<file path="src/hdl/frc_pkg.sv">
// ----------------------------------------------------------------------------
// frc_pkg: shared types and constants of the frame receiver
// Field widths, parser phases, emitter states and the structs that pass
// between the parser, the descriptor queue and the emitter.
// ----------------------------------------------------------------------------
package frc_pkg;

  // Largest payload a frame may carry
  localparam int MaxPayload = 32;
  localparam int IdxW       = $clog2(MaxPayload);
  localparam int LenW       = 6;
  localparam int ByteW      = 8;
  localparam int BankW      = 1;
  localparam int AddrW      = BankW + IdxW;
  localparam int MemDepth   = 2 * MaxPayload;

  localparam logic [ByteW-1:0] MaxLenByte   = ByteW'(MaxPayload);
  localparam logic [ByteW-1:0] MarkerReset  = 8'd85;

  // Descriptor queue geometry
  localparam int FifoDepth = 2;
  localparam int FifoPtrW  = $clog2(FifoDepth);
  localparam int FifoCntW  = $clog2(FifoDepth + 1);

  typedef enum logic [2:0] {
    PH_IDLE,
    PH_SRC,
    PH_DST,
    PH_CMD,
    PH_LEN,
    PH_CHK,
    PH_PAY
  } phase_e;

  typedef enum logic [1:0] {
    EM_IDLE,
    EM_FETCH,
    EM_SHOW
  } emit_state_e;

  // One checked frame waiting to be emitted
  typedef struct packed {
    logic [ByteW-1:0] src;
    logic [ByteW-1:0] dst;
    logic [ByteW-1:0] cmd;
    logic [LenW-1:0]  len;
    logic [BankW-1:0] bank;
  } desc_t;

  // Payload store write port
  typedef struct packed {
    logic             en;
    logic [AddrW-1:0] addr;
    logic [ByteW-1:0] data;
  } wr_t;

  // Bank release from the emitter
  typedef struct packed {
    logic             en;
    logic [BankW-1:0] bank;
  } rel_t;

endpackage

</file>
<file path="src/hdl/frc_ifs.sv">
// ----------------------------------------------------------------------------
// frc_ifs: channel interfaces of the frame receiver
// Byte input channel, start marker write channel and result channel.
// ----------------------------------------------------------------------------
interface frc_byte_if;
  logic                    valid;
  logic                    ready;
  logic [frc_pkg::ByteW-1:0] rx_value;

  modport source (output valid, output rx_value, input ready);
  modport sink   (input valid, input rx_value, output ready);
endinterface

interface frc_cfg_if;
  logic                    valid;
  logic                    ready;
  logic [frc_pkg::ByteW-1:0] start_marker;

  modport source (output valid, output start_marker, input ready);
  modport sink   (input valid, input start_marker, output ready);
endinterface

interface frc_result_if;
  logic                      valid;
  logic                      ready;
  logic [frc_pkg::ByteW-1:0] source_addr;
  logic [frc_pkg::ByteW-1:0] dest_addr;
  logic [frc_pkg::ByteW-1:0] command;
  logic [frc_pkg::LenW-1:0]  payload_length;
  logic [frc_pkg::ByteW-1:0] payload_value;
  logic [frc_pkg::IdxW-1:0]  payload_index;
  logic                      payload_present;
  logic                      frame_last;

  modport source (output valid, output source_addr, output dest_addr, output command,
                  output payload_length, output payload_value, output payload_index,
                  output payload_present, output frame_last, input ready);
  modport sink   (input valid, input source_addr, input dest_addr, input command,
                  input payload_length, input payload_value, input payload_index,
                  input payload_present, input frame_last, output ready);
endinterface

</file>
<file path="src/hdl/frc_parser.sv">
// ----------------------------------------------------------------------------
// frc_parser: front end of the frame receiver
// Hunts for the start marker, captures the header, writes the payload into
// the free bank of the store and queues a descriptor for each good frame.
// ----------------------------------------------------------------------------
module frc_parser (
  input  logic                clk_i,
  input  logic                rst_ni,
  frc_byte_if.sink            rx_i,
  frc_cfg_if.sink             cfg_i,
  output logic                push_valid_o,
  output frc_pkg::desc_t      push_data_o,
  input  logic                push_ready_i,
  output frc_pkg::wr_t        wr_o,
  input  frc_pkg::rel_t       rel_i
);

  frc_pkg::phase_e                phase_q, phase_d;
  logic [frc_pkg::ByteW-1:0]      marker_q;
  logic [frc_pkg::ByteW-1:0]      src_q, dst_q, cmd_q, chk_q, sum_q;
  logic [frc_pkg::LenW-1:0]       len_q, cnt_q;
  logic [frc_pkg::BankW-1:0]      bank_q;
  logic [1:0]                     busy_q, busy_d;

  logic                           accept;
  logic [frc_pkg::ByteW-1:0]      b;
  logic [frc_pkg::ByteW-1:0]      sum_add;
  logic [frc_pkg::LenW-1:0]       cnt_inc;
  logic                           pay_done;
  logic                           push;

  assign accept  = rx_i.valid && rx_i.ready;
  assign b       = rx_i.rx_value;
  assign sum_add = sum_q + b;
  assign cnt_inc = cnt_q + frc_pkg::LenW'(1);
  assign pay_done = (cnt_inc >= len_q);

  // Next phase
  always_comb begin
    phase_d = phase_q;
    if (accept) begin
      unique case (phase_q)
        frc_pkg::PH_IDLE: phase_d = (b == marker_q) ? frc_pkg::PH_SRC : frc_pkg::PH_IDLE;
        frc_pkg::PH_SRC:  phase_d = frc_pkg::PH_DST;
        frc_pkg::PH_DST:  phase_d = frc_pkg::PH_CMD;
        frc_pkg::PH_CMD:  phase_d = frc_pkg::PH_LEN;
        frc_pkg::PH_LEN:  phase_d = (b > frc_pkg::MaxLenByte) ? frc_pkg::PH_IDLE
                                                              : frc_pkg::PH_CHK;
        frc_pkg::PH_CHK:  phase_d = (len_q == '0) ? frc_pkg::PH_IDLE : frc_pkg::PH_PAY;
        frc_pkg::PH_PAY:  phase_d = pay_done ? frc_pkg::PH_IDLE : frc_pkg::PH_PAY;
        default:          phase_d = frc_pkg::PH_IDLE;
      endcase
    end
  end

  // Handshakes, store writes and descriptor push
  always_comb begin
    cfg_i.ready = 1'b1;
    if (phase_q == frc_pkg::PH_CHK || phase_q == frc_pkg::PH_PAY) begin
      rx_i.ready = !busy_q[bank_q] && push_ready_i;
    end else begin
      rx_i.ready = 1'b1;
    end
    push = accept &&
           ((phase_q == frc_pkg::PH_CHK && len_q == '0 && sum_q == b) ||
            (phase_q == frc_pkg::PH_PAY && pay_done && sum_add == chk_q));
    push_valid_o     = push;
    push_data_o.src  = src_q;
    push_data_o.dst  = dst_q;
    push_data_o.cmd  = cmd_q;
    push_data_o.len  = len_q;
    push_data_o.bank = bank_q;
    wr_o.en   = accept && (phase_q == frc_pkg::PH_PAY);
    wr_o.addr = {bank_q, cnt_q[frc_pkg::IdxW-1:0]};
    wr_o.data = b;
  end

  // Bank ownership: set on push, clear on release
  always_comb begin
    busy_d = busy_q;
    if (rel_i.en) begin
      busy_d[rel_i.bank] = 1'b0;
    end
    if (push) begin
      busy_d[bank_q] = 1'b1;
    end
  end

  // Control state
  always_ff @(posedge clk_i or negedge rst_ni) begin
    if (!rst_ni) begin
      phase_q  <= frc_pkg::PH_IDLE;
      marker_q <= frc_pkg::MarkerReset;
      bank_q   <= '0;
      busy_q   <= '0;
      sum_q    <= '0;
      cnt_q    <= '0;
      len_q    <= '0;
    end else begin
      phase_q <= phase_d;
      busy_q  <= busy_d;
      if (cfg_i.valid) begin
        marker_q <= cfg_i.start_marker;
      end
      if (push) begin
        bank_q <= ~bank_q;
      end
      if (accept) begin
        unique case (phase_q)
          frc_pkg::PH_IDLE: begin
            if (b == marker_q) begin
              sum_q <= '0;
              cnt_q <= '0;
              len_q <= '0;
            end
          end
          frc_pkg::PH_SRC, frc_pkg::PH_DST, frc_pkg::PH_CMD: sum_q <= sum_add;
          frc_pkg::PH_LEN: begin
            if (b <= frc_pkg::MaxLenByte) begin
              len_q <= b[frc_pkg::LenW-1:0];
              sum_q <= sum_add;
            end
          end
          frc_pkg::PH_CHK: cnt_q <= '0;
          frc_pkg::PH_PAY: begin
            sum_q <= sum_add;
            cnt_q <= pay_done ? '0 : cnt_inc;
          end
          default: ;
        endcase
      end
    end
  end

  // Header bytes
  always_ff @(posedge clk_i) begin
    if (accept) begin
      unique case (phase_q)
        frc_pkg::PH_SRC: src_q <= b;
        frc_pkg::PH_DST: dst_q <= b;
        frc_pkg::PH_CMD: cmd_q <= b;
        frc_pkg::PH_CHK: chk_q <= b;
        default: ;
      endcase
    end
  end

  // Never write into a bank the emitter still owns
  assert property (@(posedge clk_i) disable iff (!rst_ni) wr_o.en |-> !busy_q[bank_q])
    else $error("payload write into busy bank");

  // A release names a bank that is owned
  assert property (@(posedge clk_i) disable iff (!rst_ni) rel_i.en |-> busy_q[rel_i.bank])
    else $error("release of a free bank");

  // A pushed frame leaves its bank owned and moves writing to the other bank
  assert property (@(posedge clk_i) disable iff (!rst_ni)
                   push |=> (busy_q[$past(bank_q)] && bank_q != $past(bank_q)))
    else $error("bank handoff after push lost");

endmodule

</file>
<file path="src/hdl/frc_desc_fifo.sv">
// ----------------------------------------------------------------------------
// frc_desc_fifo: descriptor queue between parser and emitter
// Small register FIFO of frame descriptors.
// ----------------------------------------------------------------------------
module frc_desc_fifo (
  input  logic           clk_i,
  input  logic           rst_ni,
  input  logic           push_valid_i,
  input  frc_pkg::desc_t push_data_i,
  output logic           push_ready_o,
  output logic           pop_valid_o,
  output frc_pkg::desc_t pop_data_o,
  input  logic           pop_ready_i
);

  frc_pkg::desc_t                 mem_q [frc_pkg::FifoDepth];
  logic [frc_pkg::FifoPtrW-1:0]   wptr_q, rptr_q;
  logic [frc_pkg::FifoCntW-1:0]   cnt_q;
  logic                           do_push, do_pop;

  assign push_ready_o = (cnt_q != frc_pkg::FifoCntW'(frc_pkg::FifoDepth));
  assign pop_valid_o  = (cnt_q != '0);
  assign pop_data_o   = mem_q[rptr_q];
  assign do_push      = push_valid_i && push_ready_o;
  assign do_pop       = pop_valid_o && pop_ready_i;

  // Advance pointers and count
  always_ff @(posedge clk_i or negedge rst_ni) begin
    if (!rst_ni) begin
      wptr_q <= '0;
      rptr_q <= '0;
      cnt_q  <= '0;
    end else begin
      if (do_push) begin
        wptr_q <= wptr_q + frc_pkg::FifoPtrW'(1);
      end
      if (do_pop) begin
        rptr_q <= rptr_q + frc_pkg::FifoPtrW'(1);
      end
      if (do_push && !do_pop) begin
        cnt_q <= cnt_q + frc_pkg::FifoCntW'(1);
      end else if (do_pop && !do_push) begin
        cnt_q <= cnt_q - frc_pkg::FifoCntW'(1);
      end
    end
  end

  // Store descriptors
  always_ff @(posedge clk_i) begin
    if (do_push) begin
      mem_q[wptr_q] <= push_data_i;
    end
  end

endmodule

</file>
<file path="src/hdl/frc_emitter.sv">
// ----------------------------------------------------------------------------
// frc_emitter: back end of the frame receiver
// Holds the double-banked payload store, takes one descriptor at a time and
// emits one result word per payload byte, or one without payload if empty.
// ----------------------------------------------------------------------------
module frc_emitter (
  input  logic           clk_i,
  input  logic           rst_ni,
  input  frc_pkg::wr_t   wr_i,
  input  logic           pop_valid_i,
  input  frc_pkg::desc_t pop_data_i,
  output logic           pop_ready_o,
  output frc_pkg::rel_t  rel_o,
  frc_result_if.source   res_o
);

  logic [frc_pkg::ByteW-1:0]   mem [frc_pkg::MemDepth];
  logic [frc_pkg::ByteW-1:0]   rd_q;
  frc_pkg::emit_state_e        state_q, state_d;
  frc_pkg::desc_t              desc_q;
  logic [frc_pkg::IdxW-1:0]    idx_q;
  logic [frc_pkg::AddrW-1:0]   rd_addr;
  logic                        present;
  logic                        last;
  logic                        out_take;

  assign rd_addr  = {desc_q.bank, idx_q};
  assign present  = (desc_q.len != '0);
  assign last     = !present ||
                    ((frc_pkg::LenW'(idx_q) + frc_pkg::LenW'(1)) == desc_q.len);
  assign out_take = (state_q == frc_pkg::EM_SHOW) && res_o.ready;

  // Payload store: one write port from the parser, one registered read
  always_ff @(posedge clk_i) begin
    if (wr_i.en) begin
      mem[wr_i.addr] <= wr_i.data;
    end
    rd_q <= mem[rd_addr];
  end

  // Next state
  always_comb begin
    state_d = state_q;
    unique case (state_q)
      frc_pkg::EM_IDLE:  if (pop_valid_i) state_d = frc_pkg::EM_FETCH;
      frc_pkg::EM_FETCH: state_d = frc_pkg::EM_SHOW;
      frc_pkg::EM_SHOW:  if (res_o.ready) state_d = last ? frc_pkg::EM_IDLE
                                                         : frc_pkg::EM_FETCH;
      default:           state_d = frc_pkg::EM_IDLE;
    endcase
  end

  // Outputs
  always_comb begin
    pop_ready_o           = (state_q == frc_pkg::EM_IDLE);
    rel_o.en              = out_take && last;
    rel_o.bank            = desc_q.bank;
    res_o.valid           = (state_q == frc_pkg::EM_SHOW);
    res_o.source_addr     = desc_q.src;
    res_o.dest_addr       = desc_q.dst;
    res_o.command         = desc_q.cmd;
    res_o.payload_length  = desc_q.len;
    res_o.payload_value   = present ? rd_q : '0;
    res_o.payload_index   = idx_q;
    res_o.payload_present = present;
    res_o.frame_last      = last;
  end

  // State and index
  always_ff @(posedge clk_i or negedge rst_ni) begin
    if (!rst_ni) begin
      state_q <= frc_pkg::EM_IDLE;
      idx_q   <= '0;
    end else begin
      state_q <= state_d;
      if (pop_valid_i && pop_ready_o) begin
        idx_q <= '0;
      end else if (out_take && !last) begin
        idx_q <= idx_q + frc_pkg::IdxW'(1);
      end
    end
  end

  // Load descriptor
  always_ff @(posedge clk_i) begin
    if (pop_valid_i && pop_ready_o) begin
      desc_q <= pop_data_i;
    end
  end

endmodule

</file>
<file path="src/hdl/frame_receiver_with_checksum_core.sv">
// ----------------------------------------------------------------------------
// frame_receiver_with_checksum_core: byte-framed receiver with checksum
// Parses marker-framed packets from a byte stream and emits checked frames.
//
// Usage:
//   rx_i  carries one link byte per word. Outside a frame every byte but the
//         start marker is dropped; then source, destination, command, length,
//         checksum and the payload follow.
//   cfg_i writes the start marker (reset value 85); always ready.
//   res_o gives one word per payload byte of a frame whose additive checksum
//         matches, or one word without payload for an empty frame.
// Throughput: rx_i takes one byte per cycle. It stalls only on checksum and
//   payload bytes while both payload banks still await emission.
// Result path: a checked frame's descriptor passes through the queue; the
//   emitter then fetches each word through the registered read of the store
//   and shows it, fetching the next only after the previous one is taken.
// Reset: asynchronous; the parser returns to hunting the marker and the
//   queue empties. The payload store is not cleared.
// A stalled res_o holds its word; the parser keeps taking bytes into the
//   other bank meanwhile.
// ----------------------------------------------------------------------------
module frame_receiver_with_checksum_core (
  input  logic         clk_i,
  input  logic         rst_ni,
  frc_byte_if.sink     rx_i,
  frc_cfg_if.sink      cfg_i,
  frc_result_if.source res_o
);

  logic           push_valid, push_ready;
  frc_pkg::desc_t push_data;
  logic           pop_valid, pop_ready;
  frc_pkg::desc_t pop_data;
  frc_pkg::wr_t   wr;
  frc_pkg::rel_t  rel;

  // Front: parse and check
  frc_parser u_parser (
    .clk_i        (clk_i),
    .rst_ni       (rst_ni),
    .rx_i         (rx_i),
    .cfg_i        (cfg_i),
    .push_valid_o (push_valid),
    .push_data_o  (push_data),
    .push_ready_i (push_ready),
    .wr_o         (wr),
    .rel_i        (rel)
  );

  // Queue of checked frames
  frc_desc_fifo u_fifo (
    .clk_i        (clk_i),
    .rst_ni       (rst_ni),
    .push_valid_i (push_valid),
    .push_data_i  (push_data),
    .push_ready_o (push_ready),
    .pop_valid_o  (pop_valid),
    .pop_data_o   (pop_data),
    .pop_ready_i  (pop_ready)
  );

  // Back: emit results
  frc_emitter u_emitter (
    .clk_i       (clk_i),
    .rst_ni      (rst_ni),
    .wr_i        (wr),
    .pop_valid_i (pop_valid),
    .pop_data_i  (pop_data),
    .pop_ready_o (pop_ready),
    .rel_o       (rel),
    .res_o       (res_o)
  );

endmodule

</file>
<file path="src/flat_wrapper.sv">
// flat-port wrapper written by rule: the top's interface ports become plain ports
module frame_receiver_with_checksum_core_flat 
  (clk_i, rst_ni, rx_i_valid, rx_i_rx_value, rx_i_ready, cfg_i_valid, cfg_i_start_marker, cfg_i_ready, res_o_valid, res_o_source_addr, res_o_dest_addr, res_o_command, res_o_payload_length, res_o_payload_value, res_o_payload_index, res_o_payload_present, res_o_frame_last, res_o_ready);
  frc_byte_if rx_i_i ();
  frc_cfg_if cfg_i_i ();
  frc_result_if res_o_i ();
  input  logic clk_i;
  input  logic rst_ni;
  input wire logic [$bits(rx_i_i.valid)-1:0] rx_i_valid;
  input wire logic [$bits(rx_i_i.rx_value)-1:0] rx_i_rx_value;
  output wire logic [$bits(rx_i_i.ready)-1:0] rx_i_ready;
  input wire logic [$bits(cfg_i_i.valid)-1:0] cfg_i_valid;
  input wire logic [$bits(cfg_i_i.start_marker)-1:0] cfg_i_start_marker;
  output wire logic [$bits(cfg_i_i.ready)-1:0] cfg_i_ready;
  output wire logic [$bits(res_o_i.valid)-1:0] res_o_valid;
  output wire logic [$bits(res_o_i.source_addr)-1:0] res_o_source_addr;
  output wire logic [$bits(res_o_i.dest_addr)-1:0] res_o_dest_addr;
  output wire logic [$bits(res_o_i.command)-1:0] res_o_command;
  output wire logic [$bits(res_o_i.payload_length)-1:0] res_o_payload_length;
  output wire logic [$bits(res_o_i.payload_value)-1:0] res_o_payload_value;
  output wire logic [$bits(res_o_i.payload_index)-1:0] res_o_payload_index;
  output wire logic [$bits(res_o_i.payload_present)-1:0] res_o_payload_present;
  output wire logic [$bits(res_o_i.frame_last)-1:0] res_o_frame_last;
  input wire logic [$bits(res_o_i.ready)-1:0] res_o_ready;
  assign rx_i_i.valid = rx_i_valid;
  assign rx_i_i.rx_value = rx_i_rx_value;
  assign rx_i_ready = rx_i_i.ready;
  assign cfg_i_i.valid = cfg_i_valid;
  assign cfg_i_i.start_marker = cfg_i_start_marker;
  assign cfg_i_ready = cfg_i_i.ready;
  assign res_o_valid = res_o_i.valid;
  assign res_o_source_addr = res_o_i.source_addr;
  assign res_o_dest_addr = res_o_i.dest_addr;
  assign res_o_command = res_o_i.command;
  assign res_o_payload_length = res_o_i.payload_length;
  assign res_o_payload_value = res_o_i.payload_value;
  assign res_o_payload_index = res_o_i.payload_index;
  assign res_o_payload_present = res_o_i.payload_present;
  assign res_o_frame_last = res_o_i.frame_last;
  assign res_o_i.ready = res_o_ready;
  frame_receiver_with_checksum_core u_core (.clk_i(clk_i), .rst_ni(rst_ni), .rx_i(rx_i_i), .cfg_i(cfg_i_i), .res_o(res_o_i));
endmodule
</file>
<file path="config.mk">
export PLATFORM = sky130hd
export DESIGN_NAME = frame_receiver_with_checksum_core_flat
export DESIGN_NICKNAME = d
export VERILOG_FILES = /design/src/hdl/frc_pkg.sv /design/src/hdl/frc_ifs.sv /design/src/hdl/frc_parser.sv /design/src/hdl/frc_desc_fifo.sv /design/src/hdl/frc_emitter.sv /design/src/hdl/frame_receiver_with_checksum_core.sv /design/src/flat_wrapper.sv
export SDC_FILE = /design/constraint.sdc
export NUM_CORES = 1
export LEC_CHECK = 0
export BUFFER_PORTS_ARGS = -buffer_cell sky130_fd_sc_hd__buf_2
export CAP_MARGIN = 30
export CORE_MARGIN = 3
export CORE_UTILIZATION = 50
export CTS_CLUSTER_SIZE = 25
export DETAILED_ROUTE_END_ITERATION = 12
export GPL_ROUTABILITY_DRIVEN = 0
export PLACE_DENSITY = 0.76
export SYNTH_ARGS = -nofsm -noshare
export SYNTH_HDL_FRONTEND = slang
export SYNTH_SLANG_ARGS = --single-unit
</file>
<file path="constraint.sdc">
create_clock -name clk_i -period 8 [get_ports clk_i]
set_input_delay 0.8 -clock clk_i [delete_from_list [all_inputs] [get_ports clk_i]]
set_output_delay 0.8 -clock clk_i [all_outputs]
set_load 0.03 [all_outputs]
</file>
Word level (Yosys, flattened, before mapping) --
Memory sizes are Yosys's and may differ from the RTL's. A register that Yosys moved wholly into a read port is not among the register bits. Cells that the tools add are included.
Storage, ports and cells: register bits after elaboration 77, bits in writable memories 574, bits of input ports 21, output and inout bits 48, word-level logic and storage cells 133, memories kept 2
Operators by class: $add $sub $neg 8, order comparisons 7, eq/ne operators 17, multiplexer cells 35, bitwise gates (word level) 4, reduce and logical (&&, ||, !) cells 44
Memories:
- u_core.u_emitter.mem | words 64, width 8, read ports 1, clocked after Yosys merged registers in 1, wr ports 1, line frc_emitter.sv:17 | logic [frc_pkg::ByteW-1:0] mem [frc_pkg::MemDepth];
- u_core.u_fifo.mem_q | words 2, width 31, read ports 1, clocked after Yosys merged registers in 1, wr ports 1, line frc_desc_fifo.sv:16 | frc_pkg::desc_t mem_q [frc_pkg::FifoDepth];
Operators with widths (count):
- 8-bit equality test | 3
- 8-bit 2-to-1 mux | 3
- 8-bit one-hot mux with 3 select lines | 1
- 3-bit one-hot mux with 7 select lines | 1
- 6-bit 2-to-1 mux | 3
- 6-bit one-hot mux with 3 select lines | 1
- 1-bit logical AND | 17
- 2-bit 2-to-1 mux | 6
- 6-bit one-hot mux with 2 select lines | 1
- 1-bit 2-to-1 mux | 11
- 5-bit 2-to-1 mux | 2
- 2-bit AND reduction | 5
- 3-bit equality test (second input constant) | 3
- 3-bit 2-to-1 mux | 3
- 8-bit adder | 1
- 8-bit by 6-bit > comparator with 1-bit output (second input constant) | 1
- 8-bit by 6-bit <= comparator with 1-bit output (second input constant) | 1
- 2-bit inequality test (second input constant) | 4
- 4-bit AND reduction | 2
- 2-bit nonzero test | 4
- 5-bit by 1-bit adder with 6-bit output (second input constant) | 1
- 6-bit by 1-bit adder with 6-bit output (second input constant) | 1
- 3-bit by 2-bit equality test with 1-bit output (second input constant) | 2
- 6-bit equality test | 1
- 26 further kinds | 37

Depth between registers and ports, before layout --
depth after elaboration 12, depth in mapped cells 15, mapped depth without buffers 14

Hierarchy --
Synthesis repeated with hierarchy kept, for this count alone.
Second synthesis, totals: cell total of the unflattened synthesis 1490, area, all modules 27866.7 um^2
Modules (own cells, without submodules):
- frc_emitter | times used 1, cells each 1054, area each 21678.3 um^2, sequential area each 16641.0 um^2
- frc_parser | times used 1, cells each 321, area each 3601.0 um^2, sequential area each 1816.7 um^2
- frc_desc_fifo | times used 1, cells each 115, area each 2587.5 um^2, sequential area each 1961.9 um^2

Worst setup path before layout --
OpenSTA, ideal clock, no wires.
path type input-to-reg, start point input port rx_i_rx_value[0], end point memory u_core.u_fifo.mem_q[0][0] (netlist bit), enable pin, setup time 419 ps, data arrival time 3986 ps, data required time 7581 ps, setup slack 3595 ps, stages 8, buffers on the path 0, cell sequence ha_1 fa_1 a21o_1 a221oi_1 xnor2_1 nor4_1 a41oi_1 nor2_1
Between the ends: longest elaborated chain between the ends 8, elaborated cells on any way between the ends 10, classes of those cells 1 x add/sub; 2 x eq/ne; 2 x mux; 5 x reduce/logical
RTL lines:
- start: declaration | line flat_wrapper.sv:10 | input wire logic [$bits(rx_i_i.rx_value)-1:0] rx_i_rx_value;
- 8-bit adder | line frc_parser.sv:34 | assign sum_add = sum_q + b;
- 8-bit equality test | line frc_parser.sv:66 | (phase_q == frc_pkg::PH_PAY && pay_done && sum_add == chk_q));
- 1-bit logical AND | line frc_parser.sv:66
- 1-bit logical OR (*) | line frc_parser.sv:65 | ((phase_q == frc_pkg::PH_CHK && len_q == '0 && sum_q == b) ||
- 1-bit logical AND (*) | line frc_parser.sv:64 | push = accept &&
- 1-bit logical AND (*) | line frc_desc_fifo.sv:24 | assign do_push = push_valid_i && push_ready_o;
- 1-bit 2-to-1 mux (*) | line frc_desc_fifo.sv:50 | if (do_push) begin
- 1-bit 2-to-1 mux (not written as such) (*) | line frc_desc_fifo.sv:51 | mem_q[wptr_q] <= push_data_i;
- end: declaration | line frc_desc_fifo.sv:16
Every way passes the cells marked *; elsewhere a longest branch is shown, timed or not.

Final worst setup path --
start point input port rx_i_rx_value[0], end point memory u_core.u_fifo.mem_q[1][27] (netlist bit), enable pin
The elaborated chain is that of the path after synthesis.

==> results.toml <==
[synth]
yosys.area.top_type_share_pct = 70.59
yosysSeqAreaShare_pct = 75.36
synth_ff_type = "edfxtp_1"
syn_nets = 1336
synth_area_um2 = 27100
async_reset_ff_share_pct = 6.522
ys_top_cells_by_area = "edfxtp_1, mux4_2, dfrtp_1"
synth_enable_flop_cells = 637
yosysWarningCount = 0
synth_largest_area_cell = "edfxtp_1"
ys_ff_latch = 690
synth_area_per_cell_um2 = 20.88
netlist_instances = 1298
ys_types = 61
synthTopCellsByCount = "edfxtp_1, mux4_2, nor2_1"
synth_most_common_cell = "edfxtp_1"

[timing]
hold_slack_ps = 156.3
period_needed_ps = 3940
tightestPinTransition_ps = 1071
fmax_mhz = 253.8
fin_setup_tns_ps = 0
finalWorstSetupSlack_ps = 4060
report.final.hold_viol_count = 0
fin_worst_skew_ps = 33.04
relSlewSlack_pct = 28.35
final.period_utilization_pct = 49.25
slew_viol_final = 0
rsz0062_at_grt = "false"
setup_viol = 0

[floorplan]
die_h_um = 238.8
start_util_pct = 51.05
rows = 84
core_area_um2 = 53080
die_x_um = 238.8
ios = 69
dieArea_um2 = 57020

[power]
p_clk_share_pct = 32.2
p_comb_share_pct = 21.5
vdd_drop_max_mv = 0.1867
power_switching_w = 0.002626
switching_share_pct = 27.67
intPower_w = 0.006865
seqPwrFrac_pct = 46.3
power_density_nw_per_um2 = 312.4
leakage_nw = 9.739

[drt]
avgViaCountPerCell = 6.043
ant_nets = 0
drt-initial-drc-count = 1467
wirelength_um = 57490
vias = 12932
drc = 0
first_pass_iters = 5
post_drt_wl_per_cell_um = 26.87

[clock_network]
hold_buffers = 0
cts_buffer_depth = 3
numCtsBuffers = 66
path_clk_slew_ps = 60
clock_sinks = 690
ctsResizeCount = 0
ctsRootBufferMaster = "clkbuf_16"
cts_setup_buffers = 0
htree_num_levels = 3
insertion_delay_ps = 620
cts_tree = "yes"

[grt]
grt_pass1_vias = 13402
grt_max_degree = 94
gr-total-overflow = 0
antenna_found_initial = 2
grt_pass1_wl_um = 86880
track_usage_pct = 20.75

[worst_setup_path]
r2r_start = "u_core.u_parser.bank_q"
ff2ff_path_depth = 8
start_kind = "input pin"
cp.required_ps = 8240
reg2reg_slack_ps = 4440
crit_fanout = 72
arrival_ps = 4180
r2r_end = "u_core.u_fifo.mem_q[1][27]"
critPathCaptureType = "flip-flop"
worstSetupPathType = "input pin to flip-flop"

[layout]
fillers = 3693
synthToLayoutAreaGrowth_pct = 12.11
nets = 1442
drive_gt1_share_pct = 28.33
finalNonFillerCells = 2140

[placement]
dp_hpwl_um = 34690
place_ws_ps = 3474
dp.cells = 2023
io_buffer_count = 67

[worst_hold_path]
min-delay-path-class = "input pin to asynchronous set/reset pin"

[outcome]
status = "complete, no violations"

[run]
drv_cap = 0
[power by group through the flow]
| stage | Clock (W) | Sequential (W) | Combinational [W] |
|---|---|---|---|
| global placement | 0 | 0.00447 | 0.00199 |
| CTS | 0.00311 | 0.00439 | 0.00206 |
| detailed placement | 0 | 0.00447 | 0.00204 |
| finish | 0.00306 | 0.00439 | 0.00204 |
| floorplan | 0 | 0.00446 | 0.00145 |
| global route | 0.00324 | 0.00442 | 0.00218 |
[sequential cells by signal (all words and copies together), names as in the netlist, 6 cells and up]
signal	count
u_core.u_fifo.mem_q	62
u_core.u_parser.chk_q	8
u_core.u_parser.cmd_q	8
u_core.u_parser.cnt_q	6
u_core.u_emitter.res_o.command	8
u_core.u_emitter.mem	512
u_core.u_parser.marker_q	8
u_core.u_parser.sum_q	8
u_core.u_parser.dst_q	8
u_core.u_emitter.res_o.dest_addr	8
u_core.u_emitter.res_o.source_addr	8
u_core.u_parser.len_q	6
u_core.u_parser.src_q	8
u_core.u_emitter.res_o.payload_length	6
u_core.u_emitter.rd_q	8
[stage by stage]
stage / utilization, % / cell area (um^2) / power [W]
floorplan: - / 27100 / 0.005910
global placement: 53.14 / 28200 / 0.006455
detailed placement: 53.26 / 28270 / 0.006511
CTS: 57.21 / 30370 / 0.009561
global route: 57.23 / 30370 / 0.009848
finish: 57.23 / 30380 / 0.009491
[worst max-delay path, cell delays in order]
cell and delay [ps]:
buf_2 100, buf_4 320, ha_1 350, fa_1 410
a21o_1 190, a221oi_1 460, xnor2_1 110, nor4_1 350
a41oi_1 360, inv_2 150, and2_1 130, buf_4 390
[cell type report]
| type | count | area (um^2) | share of cell area [%] |
|---|---|---|---|
| clock inverters | 27 | 299.0 | 0.9844 |
| multi-input cells | 527 | 6307 | 20.76 |
| inverters | 27 | 101.3 | 0.3336 |
| clock buffers | 88 | 1797 | 5.915 |
| repair buffers | 92 | 580.6 | 1.911 |
| diodes | 1 | 2.502 | 0.008238 |
| flip-flops and latches | 690 | 20430 | 67.25 |
| well taps | 688 | 860.8 | 2.834 |
[cell families after synthesis]
group	count (synthesis)	synth area share, %
fa+ha+maj	17	0.8127
flops	690	75.36
other cells	1	0.01384
simple gates	183	3.112
compound gates	54	1.482
xor+xnor	42	1.408
mux	230	16.42
buf+inv	81	1.395
[placed cells by master (no fill, tap or decap), types with 5 or more instances in the layout]
| master | count |
|---|---|
| a31oi_1 | 5 |
| nand3_1 | 19 |
| ha_1 | 16 |
| inv_1 | 25 |
| buf_4 | 21 |
| buf_2 | 67 |
| xnor2_1 | 29 |
| nor3_1 | 6 |
| dfxtp_1 | 8 |
| dfrtp_1 | 38 |
| mux2_2 | 42 |
| and2_1 | 10 |
| bufinv_16 | 5 |
| a21o_1 | 7 |
| mux2i_1 | 18 |
| edfxtp_1 | 637 |
| nand2_1 | 31 |
| nor2_1 | 84 |
| o21ai_0 | 8 |
| xor2_1 | 12 |
| clkbuf_1 | 18 |
| a21oi_1 | 7 |
| mux4_2 | 167 |
| clkinv_2 | 11 |
| nor4_1 | 8 |
| clkbuf_16 | 68 |
[worst max-delay path by stage]
stage / start / end
6_report: rx_i_rx_value[0] / u_core.u_fifo.mem_q[1][27]
5_1_grt: u_core.u_emitter.res_o.payload_index[0] / res_o_frame_last
4_1_cts: u_core.u_emitter.res_o.payload_index[0] / res_o_frame_last
3_5_place_dp: rx_i_rx_value[0] / u_core.u_fifo.mem_q[1][18]
3_3_place_gp: rx_i_rx_value[0] / u_core.u_fifo.mem_q[1][20]
2_1_floorplan: rx_i_rx_value[0] / u_core.u_fifo.mem_q[0][0]
[per-layer routing]
layer / part of all wire (%) / wire (um) / global-route usage (%) / vias to the layer above
li1: - / - / - / 5480
met1: 39 / 22310 / 27.37 / 6825
met2: 50 / 28980 / 34.40 / 532
met3: 7.6 / 4349 / 4.615 / 95
met4: 3.2 / 1853 / 7.568 / 0
met5: 0 / 0 / 0 / -
No activity file was read; power rests on OpenSTA's default activity.
